$ cat src/hw/rtl/clstu_pkg.sv
package clstu_pkg;

	// Memory address width; every address is masked to these low bits.
	localparam int ADDR_BITS = 16;
	localparam int MEM_DEPTH = 1 << ADDR_BITS;

	localparam logic [15:0] STACK_BASE = 16'h0100;

	localparam logic [3:0] ACT_HWR  = 4'd0;
	localparam logic [3:0] ACT_HRD  = 4'd1;
	localparam logic [3:0] ACT_LDAI = 4'd2;
	localparam logic [3:0] ACT_LDAA = 4'd3;
	localparam logic [3:0] ACT_STA  = 4'd4;
	localparam logic [3:0] ACT_TAX  = 4'd5;
	localparam logic [3:0] ACT_TAY  = 4'd6;
	localparam logic [3:0] ACT_TXA  = 4'd7;
	localparam logic [3:0] ACT_TYA  = 4'd8;
	localparam logic [3:0] ACT_PHA  = 4'd9;
	localparam logic [3:0] ACT_PLA  = 4'd10;
	localparam logic [3:0] ACT_NOP  = 4'd11;

	typedef enum logic [3:0] {
		OP_HWR,
		OP_HRD,
		OP_LDAI,
		OP_LDAA,
		OP_STA,
		OP_TAX,
		OP_TAY,
		OP_TXA,
		OP_TYA,
		OP_PHA,
		OP_PLA,
		OP_NOP,
		OP_NONE
	} op_t;

	typedef struct packed {
		logic [3:0]  action;
		logic [15:0] host_address;
		logic [7:0]  host_data;
	} req_t;

	typedef struct packed {
		logic [7:0]  accumulator;
		logic [7:0]  index_x;
		logic [7:0]  index_y;
		logic [7:0]  stack_pointer;
		logic [15:0] program_counter;
		logic        zero_flag;
		logic        negative_flag;
		logic [7:0]  read_data;
		logic [31:0] cycle_total;
	} rsp_t;

	typedef struct packed {
		op_t         op;
		logic [15:0] addr;
		logic [7:0]  data;
	} cmd_t;

	// Emulated machine cycles charged for each operation.
	function automatic logic [2:0] op_cost(op_t op);
		logic [2:0] cost;
		unique case (op)
			OP_LDAI, OP_TAX, OP_TAY, OP_TXA, OP_TYA, OP_NOP: cost = 3'd2;
			OP_PHA:                                           cost = 3'd3;
			OP_LDAA, OP_STA, OP_PLA:                          cost = 3'd4;
			default:                                          cost = 3'd0;
		endcase
		return cost;
	endfunction

endpackage

$ cat src/hw/rtl/clstu_queue.sv
module clstu_queue (
	input  logic              clk,
	input  logic              arst_n,
	input  logic              push,
	input  clstu_pkg::cmd_t   push_cmd,
	output logic              full,
	input  logic              pop,
	output logic              valid,
	output clstu_pkg::cmd_t   head
);

	clstu_pkg::cmd_t entry_q [2];
	logic            wr_ptr_q;
	logic            rd_ptr_q;
	logic [1:0]      count_q;

	assign full  = (count_q == 2'd2);
	assign valid = (count_q != 2'd0);
	assign head  = entry_q[rd_ptr_q];

	always_ff @(posedge clk) begin
		if (push) begin
			entry_q[wr_ptr_q] <= push_cmd;
		end
	end

	always_ff @(posedge clk or negedge arst_n) begin
		if (!arst_n) begin
			wr_ptr_q <= 1'b0;
			rd_ptr_q <= 1'b0;
			count_q  <= 2'd0;
		end else begin
			if (push) begin
				wr_ptr_q <= !wr_ptr_q;
			end
			if (pop) begin
				rd_ptr_q <= !rd_ptr_q;
			end
			if (push && !pop) begin
				count_q <= count_q + 2'd1;
			end else if (pop && !push) begin
				count_q <= count_q - 2'd1;
			end
		end
	end

endmodule

$ cat config.mk
export PLATFORM = sky130hd
export DESIGN_NAME = clstu_queue
export DESIGN_NICKNAME = d
export VERILOG_FILES = /design/src/hw/rtl/clstu_pkg.sv /design/src/hw/rtl/clstu_queue.sv
export SDC_FILE = /design/constraint.sdc
export NUM_CORES = 1
export LEC_CHECK = 0
export ABC_AREA = 1
export BUFFER_PORTS_ARGS = -buffer_cell sky130_fd_sc_hd__buf_4
export CORE_MARGIN = 2
export CORE_UTILIZATION = 40
export DETAILED_ROUTE_END_ITERATION = 12
export GPL_TIMING_DRIVEN = 0
export PLACE_DENSITY = 0.66
export SETUP_SLACK_MARGIN = 0.2
export SLEW_MARGIN = 5
export SYNTH_ARGS = -nofsm -noshare
export SYNTH_HDL_FRONTEND = slang
export SYNTH_SLANG_ARGS = --single-unit
$ cat constraint.sdc
create_clock -name clk -period 2 [get_ports clk]
set_clock_uncertainty 0.05 [all_clocks]
set_input_delay 0.3 -clock clk [delete_from_list [all_inputs] [get_ports clk]]
set_output_delay 0.3 -clock clk [all_outputs]
set_load 0.03 [all_outputs]
* Word-level counts from Yosys, hierarchy flattened
Memories as Yosys holds them, arrays and structs flattened.
Cells that the tools add are included.
** Operators by class
- Equality and inequality tests :: 1
- Add/sub/neg operators :: 2
- Mux-type cells :: 4
- Reductions and logical operators :: 8
** Operator list (count)
- zero test 1 bit :: 4
- 2-to-1 mux 2 bit :: 2
- nonzero test 2 bit :: 2
- adder 2 x 1 -> 2 bit, second input constant :: 1
- equality test 2 bit, second input constant :: 1
- logical AND 1 bit :: 2
- 2-to-1 mux 1 bit :: 2
- subtractor 2 x 1 -> 2 bit, second input constant :: 1
** Word-level totals
- Input port bits :: 32
- Memory bits (writable) :: 56
- Memories :: 1
- Bits in registers :: 4
** Memory list
- entry_q :: depth 2, width 28, read ports 1, clocked after memory_dff 0, write ports 1, RTL line clstu_queue.sv:12 : clstu_pkg::cmd_t entry_q [2];

* Longest topological paths before layout
Gate-level depths: netlist (run 1).
- Depth in word-level cells :: 4
- Gate-level depth with buffers :: 7
- Depth with buffers taken out :: 7

* Worst setup path before layout (run 1)
No wires, ideal clock.
- Path kind :: register -> register
- Start :: register wr_ptr_q
- End :: memory entry_q[0][0] (netlist name), enable pin
- Cell stages (with the launch flop) :: 2
- Arrival :: 1600 ps
- Setup time :: 413 ps
- Path slack :: -63 ps
- Cells stage by stage :: dfrtp_1 -> nor2_1
** RTL lines
- start: declaration :: RTL line clstu_queue.sv:13 : logic wr_ptr_q;
- start signal: assignment :: RTL line clstu_queue.sv:34 : wr_ptr_q <= !wr_ptr_q;
- end: declaration :: RTL line clstu_queue.sv:12
Straight into the memory's write port.

==> impl_metrics.yaml, run 1 <==
logic_synthesis:
  synth_cell_types: 15
  yosys_warnings: 0
  ys_seq_elements: 60
  netlist_area_um2: 2270
  synth_fp_nets: 145
  netlist_instances: 112
  syn_avg_cell_area_um2: 20.3
  synth-seq-area-share_pct: 78.3
floorplanning:
  core_region_area_um2: 5510
  rows: 27
  start_util_pct: 41.3
  io_pins: 62
  dieWidth_um: 79.4
  die_area_um2: 6310
  die_y_um: 79.4
worst_hold_path:
  hold_path_class: "in -> reg"
  min-delay-start: "push_cmd[4]"
place:
  dp_cells: 245
  globalplace.congestion: 0.744
  place_ws_ns: 0.168
  dp_hpwl_um: 2470
  place_area_um2: 2830
  io_buffer_count: 61
final_layout:
  final_common_cell: "edfxtp_1"
  fin_nets: 220
  final_cells: 264
  fin_util_pct: 56.9
  final_cell_mix: "edfxtp_1, buf_4, buf_6"
  fillers: 460
  diodes: 0
  drive_gt1_share_pct: 57.3
  area_growth_syn_to_layout_pct: 37.7
  design_area_um2: 3130
cts:
  clockBufferDepth: 2
  htreeDepth: 3
  cts.sinks: 60
  numCtsBuffers: 9
  insertion_delay_ns: 0.32
  cts_tree: "done"
  root_buffer: "clkbuf_8"
  clk_pin_slew_ns: 0.06
setup_path:
  crit_type: "reg -> out"
  cp.required_ns: 1.65
  crit_path_start_kind: "flip-flop"
  crit_path_start: "rd_ptr_q"
  regToRegSetupSlack_ns: 0.42
  crit_fanout: 10
  endpoint_kind: "primary output"
  crit_arrival_ns: 1.43
  reg2reg_from: "wr_ptr_q"
status:
  status: "finished clean"
routing:
  vias_per_cell: 4.52
  drtPass1Iterations: 4
  vias: 1192
  drt_iter0_markers: 76
  routedWlPerCell_um: 14.1
  drc_errors: 0
  ant_nets: 0
  wirelength_um: 3730
sta:
  setup_ws_ns: 0.223
  finalCriticalPeriod_ns: 1.78
  hold_violations: 0
  slew_violations: 0
  fmax_mhz: 563
  max_slew_margin_pct: 43.1
  tightest_slew_ns: 0.852
  setup_violations: 0
  grt_setup_unrepaired: "true"
  period_share_pct: 88.9
global_route:
  grt_pass1_wl_um: 5820
  grtUsageTotal_pct: 12.5
  grt_pass1_vias: 1297
  grt_overflow: 0
  antenna_found_initial: 0
  grt_max_degree: 29
pwr:
  p_leak_nw: 1.26
  p_per_area_nw_per_um2: 1510
  max-vdd-ir-drop_uv: 839
job:
  cap_violations: 0
## flip-flops by register name, summed over array words and instances, names as in the netlist
signal    cells
entry_q      56
count_q       2
rd_ptr_q      1
wr_ptr_q      1
## cells in the mapped netlist
master / n / area (µm²)
buf_6: 1 / 11.3
nor2_1: 2 / 7.51
mux2_2: 18 / 203
nand4_1: 1 / 6.26
edfxtp_1: 56 / 1680
nand2_1: 6 / 22.5
ha_1: 1 / 12.5
mux2_4: 10 / 150
xnor2_1: 1 / 8.76
dfrtp_1: 4 / 100
buf_4: 1 / 7.51
xor2_1: 2 / 17.5
inv_1: 7 / 26.3
nand3_1: 1 / 5.00
buf_8: 1 / 15.0
## path summary, 6_finish.rpt
kind                                      end  depth (start not counted)
worst max-delay path                  head[4]                          4
worst min-delay path            entry_q[0][4]                          1
worst max register to register  entry_q[1][1]                          2
worst min register to register     count_q[1]                          2
max in group asynchronous            wr_ptr_q                          2
min in group asynchronous          count_q[0]                          2
## where the power goes
part	leakage, nW	switching, mW	total (mW)	internal (mW)
sequential	0.573	0.0845	1.76	1.68
combinational	0.587	1.06	1.99	0.931
clock	0.0976	0.431	0.988	0.557
total	1.26	1.57	4.74	3.17
## area by class of cell
cell class	count	area, µm²	share of cell area [%]
plain buffers	3	38.8	1.24
clock buffers	9	124	3.95
clock inverters	7	57.6	1.84
inverters	7	30.0	0.958
multi-input cells	42	448	14.3
flip-flops and latches	60	1780	56.9
well taps	72	90.1	2.88
repair buffers	64	563	18.0
## cell families after synthesis
logic type / count (synthesis) / share of synthesized area, %
xor gates and xnor gates: 3 / 1.16
adders and majority gates: 1 / 0.550
muxes: 28 / 15.5
DFF: 60 / 78.3
and+or+nand+nor: 10 / 1.82
buffers and inverters: 10 / 2.64
## timing repair
item / in CTS / in global routing
setup endpoints to repair: 38 / 27
hold buffers: 1 / 0
buffers inserted: 2 / 0
endpoints found under the hold margin: 4 / 0
resized for setup: 11 / 11
## worst max-delay path: stages (launching register included)
cell and delay [ns]:
dfrtp_1 0.39, buf_6 0.14, buf_12 0.14, mux2_4 0.30, buf_6 0.14
## routing by layer
metal / GRT usage [%] / part of all wire, %
met1: 14.7 / 43
met2: 20.5 / 49
met3: 3.62 / 6.2
met4: 7.24 / 1.4
met5: 0 / 0
## metrics by stage
stage                     power, mW  setup TNS, ns  hold WS [ns]
after global routing           4.96              0        0.0959
after floorplan                3.00              0       -0.0456
final                          4.74              0         0.111
after CTS                      4.73              0        0.0931
after detailed placement       3.59              0        0.0509
after global placement         3.55         -0.393        0.0470
Note: power is estimated with default switching activity, not from simulation.
==> run 2, diff against run 1 <==
PLACE_DENSITY = default   (was 0.66)
TNS_END_PERCENT = 20   (was default)
clock period = 2.2 ns   (was 2 ns; I/O delays follow)
==> run 2 against run 1 <==
Wire length up 3.3%. Global-route usage rose by 0.61 points. Non-clock buffer count decreased by 2. Final area decreased by 4.3%. Critical path type unchanged. Worst setup slack gained 0.089 ns. Highest routed layer unchanged.
==> impl_metrics.yaml, run 2 (same netlist as run 1, synthesis figures left out) <==
status:
  status: "finished clean"
final_layout:
  final_cell_mix: "buf_4, edfxtp_1, mux2_2"
  top_register: "entry_q"
  drive_gt1_share_pct: 55.3
  design_area_um2: 3000
  reg.largest.list: "entry_q x56, count_q x2"
  fin_nets: 218
  area_growth_syn_to_layout_pct: 31.8
  largest_register_ffs: 56
  final_cells: 262
  diodes: 0
  fin_util_pct: 54.5
  final_common_cell: "buf_4"
pwr:
  max-vdd-ir-drop_uv: 695
  switching_share_pct: 34.9
  p_comb_share_pct: 40.2
  clkPwrFrac_pct: 19.7
  power_mw: 4.01
  p_per_area_nw_per_um2: 1340
  p_sw_mw: 1.40
  seqPwrFrac_pct: 40.1
  p_int_mw: 2.61
  p_leak_nw: 1.19
sta:
  holdWs_ns: 0.140
  hold_violations: 0
  tightest_slew_ns: 1.16
  fmax_mhz: 530
  tns_ns: 0
  period_share_pct: 85.8
  max_slew_margin_pct: 22.3
  grt_setup_unrepaired: "false"
  slew_violations: 0
  setup_violations: 0
  setup_ws_ns: 0.312
  finalCriticalPeriod_ns: 1.89
routing:
  drc_errors: 0
  drt_iter0_markers: 40
  ant_nets: 0
  vias: 1195
  routedWlPerCell_um: 14.7
  wirelength_um: 3850
  vias_per_cell: 4.56
  drtPass1Iterations: 3
place:
  place_ws_ns: 0.344
  dp_cells: 245
  io_buffer_count: 61
  place_area_um2: 2830
  dp_hpwl_um: 2520
  globalplace.congestion: 0.647
cts:
  clockBufferDepth: 2
  cts_setup_buffers: 0
  cts_tree: "done"
  htreeDepth: 3
  clk_pin_slew_ns: 0.06
  cts_resized: 0
  cts.sinks: 60
  root_buffer: "clkbuf_8"
  numCtsBuffers: 9
  insertion_delay_ns: 0.32
global_route:
  grt_pass1_wl_um: 6000
  grtUsageTotal_pct: 13.1
  grt_pass1_vias: 1283
  grt_max_degree: 29
  antenna_found_initial: 0
  grt_overflow: 0
setup_path:
  crit_chain: "buf_6, buf_8, mux2_4, buf_4"
  cp.buffers_inverters: 3
  crit_arrival_ns: 1.51
  crit_family: "buffers and inverters"
  endpoint_kind: "primary output"
  cp_slowest_cell: "dfrtp_1"
  cp.required_ns: 1.82
  crit_fanout: 10
  crit_type: "reg -> out"
  crit_path_start_kind: "flip-flop"
  max_stage_delay_ns: 0.37
job:
  cap_violations: 0
floorplanning:
  die_area_um2: 6310
  core_region_area_um2: 5510
  die_y_um: 79.4
  dieWidth_um: 79.4
  rows: 27
  io_pins: 62
  start_util_pct: 41.3
worst_hold_path:
  hold_path_class: "in -> reg"
==> run 2: cell types whose count changed in the layout (fill, tap and decap cells not counted), sizes merged <==
cell / change
buf: -2
bufinv: -1
clkbuf: +1
clkinv: -2
clkinvlp: +1
inv: +1
==> run 2: path summary, 6_finish.rpt <==
kind	start	endpoint	slack, ns	cells after the start
setup / recovery	rd_ptr_q	head[3]	0.31	4
hold / removal	push_cmd[16]	entry_q[0][16]	0.14	1
setup reg to reg	wr_ptr_q	entry_q[1][17]	0.43	2
hold reg to reg	count_q[1]	count_q[1]	0.47	2
max in group asynchronous	arst_n	rd_ptr_q	1.70	2
min in group asynchronous	arst_n	count_q[1]	0.29	2
==> run 2: layout make-up <==
class | count | area [µm²]
fill | 440 | 2510
sequential | 60 | 1780
timing repair buffer | 62 | 468
multi-input combinational | 42 | 440
clock buffer | 10 | 128
tap | 72 | 90.1
buffer | 3 | 33.8
clock inverter | 6 | 31.3
inverter | 7 | 26.3
==> run 2: layer usage <==
metal	GRT usage, %	routed length, µm
met5	0	0
met4	7.76	52
met3	4.07	212
met2	21.9	1980
met1	14.8	1600
==> run 2: what timing repair did <==
action,in CTS,in global routing
setup endpoints to repair,0,0
hold buffers,1,0
hold endpoints to repair,4,0
==> run 2: power groups by stage <==
stage	Sequential, mW	Clock [mW]	Combinational [mW]
2_1_floorplan	1.60	0	1.12
6_report	1.61	0.791	1.61
4_1_cts	1.61	0.812	1.64
5_1_grt	1.63	0.871	1.71
3_3_place_gp	1.61	0	1.61
3_5_place_dp	1.63	0	1.63
